**src/design/ibs_pkg.sv**
```systemverilog
// Shared constants, codes and types of the indexed block search unit.
package ibs_pkg;

   localparam int NUM_BLOCKS  = 4;
   localparam int BLOCK_SIZE  = 8;
   localparam int WORD_BITS   = 32;
   localparam int STORE_DEPTH = 32;

   localparam int ADDR_BITS   = $clog2(STORE_DEPTH);
   localparam int CSR_BITS    = 3;
   localparam int IDX_BITS    = (NUM_BLOCKS > 1) ? $clog2(NUM_BLOCKS) : 1;
   localparam int BLK_CNT_BITS = $clog2(NUM_BLOCKS + 1);
   localparam int LIM_BITS    = (BLK_CNT_BITS > CSR_BITS) ? BLK_CNT_BITS : CSR_BITS;
   localparam int OFF_BITS    = $clog2(BLOCK_SIZE + 1);

   localparam logic [CSR_BITS-1:0] BLOCKS_IN_USE_RESET = CSR_BITS'(4);

   localparam logic [1:0] OP_WRITE_DATA  = 2'd0;
   localparam logic [1:0] OP_WRITE_INDEX = 2'd1;
   localparam logic [1:0] OP_LOOKUP      = 2'd2;

   typedef enum logic [1:0] {
      ST_IDLE,
      ST_WALK,
      ST_SCAN,
      ST_DONE
   } state_type;

endpackage

```
**src/design/ibs_ram.sv**
```systemverilog
// Generic single write port, single read port RAM with registered read data.
module ibs_ram #(
   parameter int WIDTH = 32,
   parameter int DEPTH = 32
) (
   input  logic                     clock,
   input  logic                     wr_en,
   input  logic [$clog2(DEPTH)-1:0] wr_addr,
   input  logic [WIDTH-1:0]         wr_data,
   input  logic                     rd_en,
   input  logic [$clog2(DEPTH)-1:0] rd_addr,
   output logic [WIDTH-1:0]         rd_data
);

   logic [WIDTH-1:0] mem_ff [DEPTH];
   logic [WIDTH-1:0] rd_data_ff;

   always_ff @(posedge clock) begin
      if (wr_en) begin
         mem_ff[wr_addr] <= wr_data;
      end
      if (rd_en) begin
         rd_data_ff <= mem_ff[rd_addr];
      end
   end

   assign rd_data = rd_data_ff;

endmodule

```
**src/design/indexed_block_search_unit.sv**
```systemverilog
// Top level of the indexed block search unit: index walk and block scan sequencer.
// A lookup is accepted, walks the index, scans the qualifying block if one is found (one word
// store read per cycle, each word compared in the cycle after its read), and then loads the
// output register, which can be held by rsp_ready stalls.
// One transaction at a time.
// Synchronous active-high reset clears control state and sets blocks_in_use to 4.
module indexed_block_search_unit (
   input  logic                          clock,
   input  logic                          reset,
   input  logic                          req_valid,
   output logic                          req_ready,
   input  logic [1:0]                    req_opcode,
   input  logic [4:0]                    req_slot,
   input  logic signed [31:0]            req_value,
   input  logic [4:0]                    req_block_start,
   output logic                          rsp_valid,
   input  logic                          rsp_ready,
   output logic                          rsp_found,
   output logic [4:0]                    rsp_position,
   input  logic                          csr_valid,
   output logic                          csr_ready,
   input  logic [ibs_pkg::CSR_BITS-1:0]  csr_data
);

   localparam int WB = ibs_pkg::WORD_BITS;
   localparam int AB = ibs_pkg::ADDR_BITS;
   localparam int LB = ibs_pkg::LIM_BITS;
   localparam int OB = ibs_pkg::OFF_BITS;
   localparam int IB = ibs_pkg::IDX_BITS;

   ibs_pkg::state_type state_ff, state_in;

   logic [ibs_pkg::CSR_BITS-1:0] blocks_in_use_ff;
   logic signed [WB-1:0] index_keys_ff [ibs_pkg::NUM_BLOCKS];
   logic [AB-1:0] index_starts_ff [ibs_pkg::NUM_BLOCKS];

   logic [LB-1:0] limit_ff, limit_in;
   logic [LB-1:0] blk_ff, blk_in;
   logic [OB-1:0] off_ff, off_in;
   logic signed [WB-1:0] key_ff, key_in;
   logic [AB-1:0] start_ff, start_in;
   logic cmp_valid_ff, cmp_valid_in;
   logic [AB-1:0] cmp_addr_ff, cmp_addr_in;
   logic res_found_ff, res_found_in;
   logic [AB-1:0] res_pos_ff, res_pos_in;

   logic rsp_valid_ff, rsp_valid_in;
   logic rsp_found_ff, rsp_found_in;
   logic [AB-1:0] rsp_position_ff, rsp_position_in;

   logic req_fire;
   logic out_free;
   logic [LB-1:0] csr_limit;
   logic [IB-1:0] walk_idx;
   logic ram_wr_en;
   logic ram_rd_en;
   logic [AB-1:0] ram_rd_addr;
   logic [WB-1:0] ram_rd_data;

   assign req_ready = (state_ff == ibs_pkg::ST_IDLE);
   assign req_fire  = req_valid && req_ready;
   assign csr_ready = 1'b1;
   assign out_free  = !rsp_valid_ff || rsp_ready;
   assign walk_idx  = blk_ff[IB-1:0];
   assign ram_wr_en = req_fire && (req_opcode == ibs_pkg::OP_WRITE_DATA);
   assign ram_rd_addr = start_ff + AB'(off_ff);

   // saturate the block count at the index depth
   assign csr_limit = (LB'(blocks_in_use_ff) > LB'(ibs_pkg::NUM_BLOCKS)) ?
                      LB'(ibs_pkg::NUM_BLOCKS) : LB'(blocks_in_use_ff);

   ibs_ram #(
      .WIDTH(WB),
      .DEPTH(ibs_pkg::STORE_DEPTH)
   ) u_word_store (
      .clock  (clock),
      .wr_en  (ram_wr_en),
      .wr_addr(req_slot),
      .wr_data(req_value),
      .rd_en  (ram_rd_en),
      .rd_addr(ram_rd_addr),
      .rd_data(ram_rd_data)
   );

   always_comb begin
      state_in        = state_ff;
      limit_in        = limit_ff;
      blk_in          = blk_ff;
      off_in          = off_ff;
      key_in          = key_ff;
      start_in        = start_ff;
      cmp_valid_in    = 1'b0;
      cmp_addr_in     = cmp_addr_ff;
      res_found_in    = res_found_ff;
      res_pos_in      = res_pos_ff;
      rsp_valid_in    = rsp_valid_ff && !rsp_ready;
      rsp_found_in    = rsp_found_ff;
      rsp_position_in = rsp_position_ff;
      ram_rd_en       = 1'b0;

      unique case (state_ff)
         ibs_pkg::ST_IDLE: begin
            if (req_fire && (req_opcode == ibs_pkg::OP_LOOKUP)) begin
               key_in   = req_value;
               limit_in = csr_limit;
               blk_in   = '0;
               state_in = ibs_pkg::ST_WALK;
            end
         end
         ibs_pkg::ST_WALK: begin
            if (blk_ff == limit_ff) begin
               // no entry qualifies: fail
               res_found_in = 1'b0;
               res_pos_in   = '0;
               state_in     = ibs_pkg::ST_DONE;
            end else if (key_ff <= index_keys_ff[walk_idx]) begin
               start_in = index_starts_ff[walk_idx];
               off_in   = '0;
               state_in = ibs_pkg::ST_SCAN;
            end else begin
               blk_in = blk_ff + LB'(1);
            end
         end
         ibs_pkg::ST_SCAN: begin
            if (cmp_valid_ff && (ram_rd_data == key_ff)) begin
               res_found_in = 1'b1;
               res_pos_in   = cmp_addr_ff;
               state_in     = ibs_pkg::ST_DONE;
            end else if (off_ff < OB'(ibs_pkg::BLOCK_SIZE)) begin
               // issue the next read; compare its word next cycle
               ram_rd_en    = 1'b1;
               off_in       = off_ff + OB'(1);
               cmp_valid_in = 1'b1;
               cmp_addr_in  = ram_rd_addr;
            end else begin
               res_found_in = 1'b0;
               res_pos_in   = '0;
               state_in     = ibs_pkg::ST_DONE;
            end
         end
         ibs_pkg::ST_DONE: begin
            // hold until the output register frees up
            if (out_free) begin
               rsp_valid_in    = 1'b1;
               rsp_found_in    = res_found_ff;
               rsp_position_in = res_pos_ff;
               state_in        = ibs_pkg::ST_IDLE;
            end
         end
         default: begin
            state_in = ibs_pkg::ST_IDLE;
         end
      endcase
   end

   always_ff @(posedge clock) begin
      if (reset) begin
         state_ff     <= ibs_pkg::ST_IDLE;
         rsp_valid_ff <= 1'b0;
         cmp_valid_ff <= 1'b0;
      end else begin
         state_ff     <= state_in;
         rsp_valid_ff <= rsp_valid_in;
         cmp_valid_ff <= cmp_valid_in;
      end
   end

   always_ff @(posedge clock) begin
      if (reset) begin
         blocks_in_use_ff <= ibs_pkg::BLOCKS_IN_USE_RESET;
      end else if (csr_valid && csr_ready) begin
         blocks_in_use_ff <= csr_data;
      end
   end

   always_ff @(posedge clock) begin
      if (req_fire && (req_opcode == ibs_pkg::OP_WRITE_INDEX) &&
          (req_slot < 5'(ibs_pkg::NUM_BLOCKS))) begin
         index_keys_ff[req_slot[IB-1:0]]   <= req_value;
         index_starts_ff[req_slot[IB-1:0]] <= req_block_start;
      end
   end

   always_ff @(posedge clock) begin
      limit_ff        <= limit_in;
      blk_ff          <= blk_in;
      off_ff          <= off_in;
      key_ff          <= key_in;
      start_ff        <= start_in;
      cmp_addr_ff     <= cmp_addr_in;
      res_found_ff    <= res_found_in;
      res_pos_ff      <= res_pos_in;
      rsp_found_ff    <= rsp_found_in;
      rsp_position_ff <= rsp_position_in;
   end

   assign rsp_valid    = rsp_valid_ff;
   assign rsp_found    = rsp_found_ff;
   assign rsp_position = rsp_position_ff;

   // a block is scanned only after an index entry within the limit qualified
   assert property (@(posedge clock) disable iff (reset)
      (state_ff == ibs_pkg::ST_SCAN) |-> (blk_ff < limit_ff))
      else $error("scan started without a qualifying index entry");

   assert property (@(posedge clock) disable iff (reset)
      (state_ff == ibs_pkg::ST_SCAN) |-> (off_ff <= OB'(ibs_pkg::BLOCK_SIZE)))
      else $error("scan ran past the block");

   assert property (@(posedge clock) disable iff (reset)
      (rsp_valid_ff && !rsp_found_ff) |-> (rsp_position_ff == '0))
      else $error("failed lookup with nonzero position");

   assert property (@(posedge clock) disable iff (reset)
      (state_ff == ibs_pkg::ST_DONE && out_free) |=>
         (rsp_valid_ff && state_ff == ibs_pkg::ST_IDLE))
      else $error("finished lookup not delivered to the output register");

   assert property (@(posedge clock) disable iff (reset)
      (state_ff != ibs_pkg::ST_IDLE) |-> !ram_wr_en)
      else $error("word store written during a lookup");

endmodule
```
**config.mk**
```make
export PLATFORM = sky130hd
export DESIGN_NAME = indexed_block_search_unit
export DESIGN_NICKNAME = d
export VERILOG_FILES = /design/src/design/ibs_pkg.sv /design/src/design/ibs_ram.sv /design/src/design/indexed_block_search_unit.sv
export SDC_FILE = /design/constraint.sdc
export NUM_CORES = 1
export LEC_CHECK = 0
export ABC_CLOCK_PERIOD_IN_PS = 4800
export BUFFER_PORTS_ARGS = -buffer_cell sky130_fd_sc_hd__buf_2
export CORE_MARGIN = 2
export CORE_UTILIZATION = 45
export DETAILED_ROUTE_END_ITERATION = 8
export SYNTH_ARGS = -nofsm -noshare
export SYNTH_HDL_FRONTEND = slang
export SYNTH_SLANG_ARGS = --single-unit
export TNS_END_PERCENT = 1
```
**constraint.sdc**
```tcl
create_clock -name clock -period 4.8 [get_ports clock]
set_clock_uncertainty 0.1 [all_clocks]
set_input_delay 0 -clock clock [delete_from_list [all_inputs] [get_ports clock]]
set_output_delay 0 -clock clock [all_outputs]
set_load 0.05 [all_outputs]
```
# --- Word-level counts from Yosys, hierarchy flattened ---
# Memory sizes are Yosys's and may differ from the RTL's. A register that Yosys moved wholly into a read port is not among the register bits.
# Cells that the tools add are included.
totals:
  word_cells: 98
  ramBits: 1172
  output_inout_bits: 9
  mem_count: 3
  ff_bits: 66
  in_bits: 52
mem_list:
  columns: ["name", "words", "width", "read_ports", "rd_clocked_by_memory_dff", "wr", "line", "source"]
  rows:
  - ["u_word_store.mem_ff", 32, 32, 1, 1, 1, "ibs_ram.sv:15", "logic [WIDTH-1:0] mem_ff [DEPTH];"]
  - ["index_keys_ff", 4, 32, 1, 1, 1, "indexed_block_search_unit.sv:34", "logic signed [WB-1:0] index_keys_ff [ibs_pkg::NUM_BLOCKS];"]
  - ["index_starts_ff", 4, 5, 1, 1, 1, "indexed_block_search_unit.sv:35", "logic [AB-1:0] index_starts_ff [ibs_pkg::NUM_BLOCKS];"]
op_classes:
  eq_ne: 17
  reduce_logical: 22
  muxes: 34
  bitwise_logic: 2
  add_sub_neg: 3
  order_cmp: 4
op_table:
  columns: ["operator", "count"]
  rows:
  - ["$eq A32 B32 Y1", 1]
  - ["$le A32 B32 Y1", 1]
  - ["$mux W4", 4]
  - ["$mux W5", 3]
  - ["$mux W2", 7]
  - ["$ne A2 B2 Y1 const B", 7]
  - ["$mux W1", 12]
  - ["$pmux W5 S2", 1]
  - ["$mux W3", 3]
  - ["$reduce_and A3 Y1", 3]
  - ["$pmux W2 S4", 1]
  - ["$pmux W4 S2", 1]
  - ["$reduce_and A4 Y1", 2]
  - ["$logic_and A1 B1 Y1", 7]
  - ["$eq A2 B2 Y1 const B", 3]
  - ["$ne A3 B3 Y1 const B", 2]
  - ["$pmux W3 S2", 1]
  - ["$add A5 B4 Y5", 1]
  - ["$lt A5 B3 Y1 const B", 1]
  - ["$reduce_and A5 Y1", 1]
  - ["$add A4 B1 Y4 const B", 1]
  - ["$eq A2 B1 Y1 const B", 2]
  - ["$logic_not A2 Y1", 2]
  - ["$lt A4 B4 Y1 const B", 1]
  - ["other kinds (10)", 14]

# --- Longest topological paths before layout ---
# Gate-level depths: netlist of the first run.
logic_depth:
  depth_word: 6
  depth_mapped: 12
  depth_no_buf: 10

# --- Modules after synthesis ---
# Synthesis of the first run repeated with hierarchy kept, for this count alone.
hier_totals:
  hier_cells: 2799
  hier_area_um2: 50195.6
modules_own_cells:
  columns: ["mod", "instances", "area_per_inst_um2", "cells_per_inst", "seq_area_each_um2"]
  rows:
  - ["ibs_ram", 1, 40805.4, 2260, 31710.4]
  - ["indexed_block_search_unit", 1, 9390.3, 539, 6546.3]

# --- Least setup slack after synthesis of the first run ---
# Ideal clock, no wire load.
synth_timing:
  path_type: "flip-flop to flip-flop"
  startpoint: "register key_ff[25]"
  endpoint: "register res_found_ff (enable)"
  stages_incl_launch_ff: 6
  slack_ns: -0.274
  setup_time_ns: 0.491
  arrival_ns: 4.484
  synth_period_minus_slack_ns: 5.074
  path_buffers: 0
  path_cell_list: "edfxtp_1 > xnor2_1 > nand4_1 > nor4_1 > a311oi_1 > nor2_1"
synth_between:
  elab_chain_cells: 4
synth_lines:
  columns: ["element", "line", "source"]
  rows:
  - ["start: declaration", "indexed_block_search_unit.sv:40", "logic signed [WB-1:0] key_ff, key_in;"]
  - ["start signal: assignment", "indexed_block_search_unit.sv:188", "key_ff <= key_in;"]
  - ["$eq A32 B32 Y1", "indexed_block_search_unit.sv:125", "if (cmp_valid_ff && (ram_rd_data == key_ff)) begin"]
  - ["$logic_and A1 B1 Y1", "indexed_block_search_unit.sv:125", null]
  - ["$ne A3 B3 Y1 (no line)", null, null]
  - ["$reduce_and A3 Y1 (no line)", null, null]
  - ["end signal: assignment", "indexed_block_search_unit.sv:191", "res_found_ff <= res_found_in;"]
  - ["end: declaration", "indexed_block_search_unit.sv:44", "logic res_found_ff, res_found_in;"]
# No other way between the ends.
# A chain may end at the register's enable or synchronous reset.

==> results of run 1 <==
tightest hold or removal path, stage by stage:
cell and delay [ns]:
buf_2 0.13, nand4b_1 0.34, clkinv_1 0.27
cells by family after synthesis:
kind of cell    after synthesis
simple gates                139
mux                         393
other cells                   1
xor+xnor                     41
compound gates               44
flops                      1277
fa+ha+maj                    43
buf+inv                     126
Yosys cell counts:
| cell | instances | area (sq um) |
|---|---|---|
| buf_1 | 9 | 33.78 |
| nor3_1 | 8 | 40.04 |
| xnor2_1 | 36 | 315.3 |
| xor2_1 | 5 | 43.79 |
| conb_1 | 1 | 3.750 |
| a21o_1 | 3 | 22.52 |
| and2_1 | 8 | 50.05 |
| a31o_2 | 2 | 17.52 |
| a311oi_1 | 1 | 8.760 |
| edfxtp_1 | 1268 | 38080 |
| nand2_1 | 23 | 86.33 |
| clkbuf_2 | 1 | 5.000 |
| nor3b_1 | 2 | 15.01 |
| nand4b_1 | 2 | 17.52 |
| o221ai_1 | 1 | 8.760 |
| or3b_2 | 2 | 17.52 |
| and3_1 | 1 | 6.260 |
| a221oi_1 | 3 | 26.28 |
| a21oi_1 | 18 | 90.09 |
| buf_6 | 3 | 33.78 |
| and2_0 | 1 | 6.260 |
| buf_4 | 13 | 97.59 |
| clkbuf_1 | 40 | 150.1 |
| mux4_2 | 357 | 8040 |
| inv_1 | 39 | 146.4 |
| dfxtp_1 | 9 | 180.2 |
| a2111o_1 | 1 | 11.26 |
| ha_1 | 42 | 525.5 |
| nand4_1 | 13 | 81.33 |
| o21ai_0 | 7 | 35.03 |
| nor2_1 | 53 | 198.9 |
| a211oi_1 | 2 | 15.01 |
| nand3_1 | 9 | 45.04 |
| nand3b_1 | 6 | 45.04 |
| nor2b_1 | 6 | 37.54 |
| a2bb2oi_1 | 1 | 8.760 |
| a21bo_2 | 1 | 10.01 |
| buf_2 | 21 | 105.1 |
| mux2_2 | 32 | 360.4 |
| mux2i_1 | 4 | 40.04 |
| or3_1 | 1 | 6.260 |
| fa_1 | 1 | 20.02 |
| o211ai_1 | 3 | 22.52 |
| a31oi_1 | 1 | 6.260 |
| nor4_1 | 4 | 25.02 |
placed cells by master (no fill, tap or decap), types with 34 or more instances in the layout:
cell	count
buf_12	35
clkbuf_16	135
edfxtp_1	1268
buf_2	59
buf_4	66
ha_1	41
inv_1	38
clkbuf_1	40
dlygate4sd3_1	69
mux4_2	357
xnor2_1	34
per-stage QoR:
step | instance area [sq um] | setup slack (ns) | util | total power [mW]
2_1_floorplan | 49140 | 0.02952 | - | 18.78
3_3_place_gp | 52300 | 0.7368 | 0.4818 | 21.31
3_5_place_dp | 52300 | 0.6335 | 0.4818 | 21.40
4_1_cts | 57170 | 0.6200 | 0.5266 | 31.29
5_1_grt | 57170 | 0.4524 | 0.5266 | 32.16
6_report | 57170 | 0.5961 | 0.5267 | 30.94
state kept, by name, indices dropped and copies added, names as in the netlist, 3 cells and up, named ones only:
name                  cells
index_starts_ff          20
start_ff                  5
index_keys_ff           128
cmp_addr_ff               5
u_word_store.rd_data     32
blk_ff                    3
u_word_store.mem_ff    1024
limit_ff                  3
res_pos_ff                5
off_ff                    4
key_ff                   32
blocks_in_use_ff          3
rsp_position              5
worst paths after layout:
path                               startpoint         endpoint
worst max register to register           flop        off_ff[2]
worst min register to register  res_pos_ff[4]  rsp_position[4]
worst max-delay path                     flop        off_ff[2]
worst min-delay path            req_opcode[1]      limit_ff[2]
metal layers:
metal | track usage | up-vias
met4 | 0.07073 | 4
met2 | 0.3495 | 915
met1 | 0.3061 | 12200
li1 | - | 9361
met3 | 0.04441 | 170
met5 | 0 | -
area by class of cell:
class	count	area, sq um
Timing Repair Buffer	229	2182
Clock inverter	63	631.9
Tap cell	1414	1769
Sequential cell	1277	38260
Multi-Input combinational cell	661	10650
Antenna cell	1	2.502
Clock buffer	175	3528
Inverter	39	146.4
Fill cell	8156	51380
power groups by stage:
stage | Clock [mW] | Sequential (mW) | Combinational (mW)
final | 9.84 | 12.8 | 8.29
after global routing | 10.5 | 12.8 | 8.86
after floorplan | 0 | 12.9 | 5.87
after detailed placement | 0 | 13.0 | 8.35
after CTS | 10.0 | 12.8 | 8.45
after global placement | 0 | 13.0 | 8.28
timing repair:
item | CTS | global route
gates resized for setup | 0 | 0
hold endpoints to repair | 1432 | 0
setup endpoints to repair | 0 | 0
hold buffers | 70 | 0
==> results.tsv, run 1 <==
stage	metric	value	unit
outcome	status	finished, final reports clean	
sta	finalSetupViolations	0	
pwr	swShare	0.2726	
floorplanning	coreArea	0.1086	sq mm
setup_path	cpMostUsedCell	a21oi_1	
sta	fmax	237.9	MHz
synth	synth-simple-area-share	0.01380	
clock_tree	cts.clk_slew.worst_paths	0.06	ns
clock_tree	clock_latency	0.76	ns
clock_tree	post_cts_buffers	0	
layout	syn_to_final_growth	16.34	%
synth	ys_types	45	
global_route	overflow	0	
clock_tree	cts.sinks	1277	
route	ant_nets	0	
setup_path	cp.arrival	4.50	ns
setup_path	rrSetupSlack	0.60	ns
synth	synth.avg_cell_area	23.81	sq um
setup_path	critical_path_class	flop to flop	
clock_tree	cts_buffers	133	
setup_path	crit_path_end_kind	flop	
layout	fin_nets	2436	
global_route	grt_pass1_wl	171800	um
synth	synthXorXnorAreaFrac	0.007308	
hold_path	hold_path_depth	3	
route	wl_met1	49470	um
synth	synth_compound_area_frac	0.005755	
pwr	max-vdd-ir-drop	0.5555	mV
route	drcViolationCount	0	
synth	synth_top_family_by_area	multiplexers	
placed_design	port_buffers	59	
placed_design	placedCellCount	3550	
hold_path	hold_class	primary input to flop	
route	vias	22650	
sta	max_slew.worst_pin.slew	1.044	ns
pwr	power_density	541.2	mW/mm^2
sta	hold_ws	0.07527	ns
synth	seq_area_frac_synth	0.7786	
global_route	grt_pass1_vias	23770	
sta	fin_tns_setup	0	ns
pwr	leakagePower	17.99	nW
synth	synthesis.nets	2159	
setup_path	slowest_delay	0.72	ns
floorplanning	rows	121	
synth	muxShareOfSynthArea	0.1718	
sta	rsz0062_at_grt	false	
layout	drive_gt1_frac	0.3171	
setup_path	path_buf_inv	3	
clock_tree	root_buffer	clkbuf_16	
flow_run	cap_violations	0	
synth	synth_warnings	0	
clock_tree	cts-htree-levels	4	
global_route	track_usage	0.2191	
route	wl_met3	8692	um
synth	synth-seq-cells	1277	
sta	drv_slew	0	
pwr	seq_power_share	0.414	
setup_path	crit_required	5.10	ns
route	wl_per_cell	31.05	um
setup_path	path_cells	buf_12 -> mux4_2 -> inv_1 -> ha_1 -> a21oi_1 -> o21ai_0 -> a221oi_1 -> o211ai_1 -> a31o_2 -> a21oi_1 -> buf_4 -> a2bb2oi_1	
placed_design	gp_congestion	0.7940	
synth	synth_cells	2064	
route	top_layer	met5	
synth	synth_adder_area_share	0.01110	
clock_tree	ctsLongestPathBuffers	3	
floorplanning	ioPinCount	61	
route	firstDrtPassIters	5	
pwr	combPwrFrac	0.268	
setup_path	worst-path-stages	12	
floorplanning	die_w	334.5	um
floorplanning	dieArea	0.1119	sq mm
synth	synth_area	0.04914	sq mm
pwr	p_sw	8.433	mW
floorplanning	die_y	334.5	um
floorplanning	initial_utilization	0.4527	
sta	finalCritPeriodShare	0.8758	
route	drt_iter0_markers	2687	
global_route	grt_max_degree	66	
route	wl_met2	58620	um
setup_path	worstSetupStartpointType	flop	
route	vias_per_cell	5.870	
layout	final_cell_count_no_fill	3859	
setup_path	reg2regPathDepth	12	
sta	final-hold-violation-count	0	
setup_path	cp_slowest_cell	dfxtp_2	
placed_design	dp.final_hpwl	68510	um
route	wirelength	119800	um
setup_path	cp_max_fo	14	
sta	post-route-min-period	4.204	ns
clock_tree	cts_tree	built	
global_route	antenna_found_initial	5	
setup_path	crit_family	compound AO/OA/AOI/OAI gates	
pwr	p_clk_frac	0.318	
sta	slew_headroom	0.3038	
pwr	intPower	22.51	mW
Note: power is estimated with default switching activity, not from simulation.
==> run 2, diff against run 1 <==
--- a/config.mk
+++ b/config.mk
@@ -7,9 +7,9 @@
 export LEC_CHECK = 0
 export ABC_CLOCK_PERIOD_IN_PS = 4800
 export BUFFER_PORTS_ARGS = -buffer_cell sky130_fd_sc_hd__buf_2
-export CORE_MARGIN = 2
 export CORE_UTILIZATION = 45
 export DETAILED_ROUTE_END_ITERATION = 8
+export PLACE_DENSITY = 0.72
 export SYNTH_ARGS = -nofsm -noshare
 export SYNTH_HDL_FRONTEND = slang
 export SYNTH_SLANG_ARGS = --single-unit
==> results.tsv, run 2 (synthesis gave the netlist of run 1 again) <==
stage	metric	value	unit	change
floorplanning	ioPinCount	61		unchanged
sta	slew_headroom	0.2214		was 0.3038
floorplanning	initial_utilization	0.4565		was 0.4527
route	vias	22720		was 22650
placed_design	dp.final_hpwl	61760	um	was 68510 um
placed_design	dpl_worst_slack	0.7706	ns	was 0.6335 ns
route	firstDrtPassIters	5		unchanged
flow_run	cap_violations	0		unchanged
setup_path	path_cells	mux4_2 -> inv_1 -> ha_1 -> a21oi_1 -> o21ai_0 -> a221oi_1 -> nand4_1 -> a31o_2 -> a21oi_1 -> a2bb2oi_1		was buf_12 -> mux4_2 -> inv_1 -> ha_1 -> a21oi_1 -> o21ai_0 -> a221oi_1 -> o211ai_1 -> a31o_2 -> a21oi_1 -> buf_4 -> a2bb2oi_1
pwr	max-vdd-ir-drop	0.6964	mV	was 0.5555 mV
pwr	power_density	527.7	mW/mm^2	was 541.2 mW/mm^2
sta	setup_ws	0.6461	ns	was 0.5961 ns
sta	drv_slew	0		unchanged
clock_tree	cts-htree-levels	3		was 4
clock_tree	post_cts_buffers	0		unchanged
layout	largest_register	u_word_store.mem_ff		unchanged
global_route	antenna_found_initial	5		unchanged
clock_tree	cts_buffers	118		was 133
outcome	status	finished, final reports clean		unchanged
layout	drive_gt1_frac	0.3088		was 0.3171
route	ant_nets	0		unchanged
sta	max_slew.worst_pin.slew	1.165	ns	was 1.044 ns
layout	fill_cells	7891		was 8156
clock_tree	cts.sinks	1277		unchanged
setup_path	crit_required	5.07	ns	was 5.10 ns
clock_tree	ctsLongestPathBuffers	3		unchanged
global_route	grt_pass1_vias	23520		was 23770
layout	layout_commonest_cell	edfxtp_1		unchanged
setup_path	cpMostUsedCell	a21oi_1		unchanged
layout	largest_reg_flops	1024		unchanged
route	wirelength	112100	um	was 119800 um
clock_tree	root_buffer	clkbuf_16		unchanged
placed_design	port_buffers	59		unchanged
clock_tree	ctsResizeCount	0		unchanged
setup_path	critical_path_class	flop to flop		unchanged
layout	fin_nets	2396		was 2436
sta	final-hold-violation-count	0		unchanged
setup_path	endpoint	off_ff[1]		was off_ff[2]
setup_path	regToRegEndpoint	off_ff[1]		was off_ff[2]
placed_design	gp_congestion	0.8348		was 0.7940
route	vias_per_cell	5.972		was 5.870
setup_path	cp.arrival	4.43	ns	was 4.50 ns
setup_path	crit_path_end_kind	flop		unchanged
pwr	power	29.74	mW	was 30.94 mW
layout	layout_common_cells	edfxtp_1, mux4_2, clkbuf_16, dlygate4sd3_1, buf_2		was edfxtp_1, mux4_2, clkbuf_16, dlygate4sd3_1, buf_4
floorplanning	dieArea	0.1105	sq mm	was 0.1119 sq mm
floorplanning	rows	120		was 121
route	wl_per_cell	29.47	um	was 31.05 um
sta	rsz0062_at_grt	false		unchanged
setup_path	worstSetupStartpointType	flop		unchanged
setup_path	cp_slowest_cell	dfxtp_2		unchanged
hold_path	hold_class	primary input to flop		unchanged
global_route	grt_max_degree	66		unchanged
sta	fin_tns_setup	0	ns	unchanged
floorplanning	coreArea	0.1077	sq mm	was 0.1086 sq mm
clock_tree	clock_latency	0.71	ns	was 0.76 ns
route	drt_iter0_markers	2720		was 2687
sta	fmax	240.7	MHz	was 237.9 MHz
route	drcViolationCount	0		unchanged
clock_tree	cts_tree	built		unchanged
global_route	overflow	0		unchanged
pwr	leakagePower	17.63	nW	was 17.99 nW
clock_tree	cts.clk_slew.worst_paths	0.06	ns	about the same
global_route	track_usage	0.2034		was 0.2191
sta	post-route-min-period	4.154	ns	was 4.204 ns
floorplanning	die_y	332.5	um	was 334.5 um
sta	finalCritPeriodShare	0.8654		was 0.8758
setup_path	cp_max_fo	25		was 14
global_route	grt_pass1_wl	161700	um	was 171800 um
layout	syn_to_final_growth	14.69	%	was 16.34%
setup_path	reg2regPathDepth	10		was 12
setup_path	slowest_delay	0.78	ns	was 0.72 ns
setup_path	rrSetupSlack	0.65	ns	was 0.60 ns
floorplanning	die_w	332.5	um	was 334.5 um
sta	finalSetupViolations	0		unchanged
[run 2: cell types whose count changed in the layout (fill, tap and decap cells not counted), moves of 2 or more]
cell and change:
clkinv_8 -5, clkinv_1 +14, bufinv_16 +3, clkinv_2 +8
clkbuf_16 -17, clkbuf_1 -24, clkinvlp_4 +5, buf_12 -16
buf_4 -8, inv_16 -2
[run 2: metrics by stage]
stage	util	hold WS [ns]	cells	area (sq um)
4_1_cts	0.5235	0.1323	3803	56350
3_5_place_dp	0.4821	0.1223	3515	51900
3_3_place_gp	0.4821	0.1163	3515	51900
2_1_floorplan	-	-0.02762	2064	49140
6_report	0.5235	0.1971	3804	56360
5_1_grt	0.5235	0.2215	3804	56360
[run 2: routing by layer]
metal / vias up / global-route usage / part of all wire
li1: 9263 / - / -
met1: 12030 / 0.2732 / 0.38
met2: 1203 / 0.3306 / 0.49
met3: 213 / 0.04099 / 0.091
met4: 4 / 0.07467 / 0.035
met5: - / 0 / 0.00023
[run 2: how the worst min path moves through the flow]
stage | start | end | slack (ns) | cells past startpoint
detailed placement | req_block_start[4] | index_starts_ff[0][4] | 0.12 | 1
global route | reset | state_ff[1] | 0.22 | 5
floorplan | reset | blocks_in_use_ff[0] | -0.03 | 1
CTS | reset | state_ff[1] | 0.13 | 5
global placement | req_block_start[4] | index_starts_ff[2][4] | 0.12 | 1
finish | reset | state_ff[1] | 0.20 | 5
[run 2: critical path: cells and delay by family (launching register included)]
| kind | cells | cell delay [ns] |
|---|---|---|
| compound gates | 6 | 2.06 |
| flops | 1 | 0.78 |
| mux | 1 | 0.40 |
| fa+ha+maj | 1 | 0.24 |
| simple gates | 1 | 0.14 |
| buf+inv | 1 | 0.07 |
[run 2: final cells by class]
| class | count | area (sq um) | share of cell area |
|---|---|---|---|
| Clock inverter | 85 | 743.2 | 0.01319 |
| Inverter | 39 | 146.4 | 0.002598 |
| Sequential cell | 1277 | 38260 | 0.6789 |
| Multi-Input combinational cell | 661 | 10640 | 0.1889 |
| Clock buffer | 134 | 3013 | 0.05346 |
| Antenna cell | 1 | 2.502 | 0.00004440 |
| Tap cell | 1403 | 1755 | 0.03115 |
| Timing Repair Buffer | 204 | 1792 | 0.03179 |
[run 2: power by group]
| part | internal (mW) | switching, mW | leakage [nW] |
|---|---|---|---|
| Clock | 5.04 | 4.04 | 1.83 |
| Sequential | 12.6 | 0.170 | 11.5 |
| Combinational | 4.11 | 3.77 | 4.32 |
| Total | 21.8 | 7.98 | 17.6 |
[run 2: repair_timing]
action | in CTS | in global routing
endpoints found under the setup margin | 0 | 0
hold buffers | 69 | 0
hold endpoints to repair | 1372 | 0
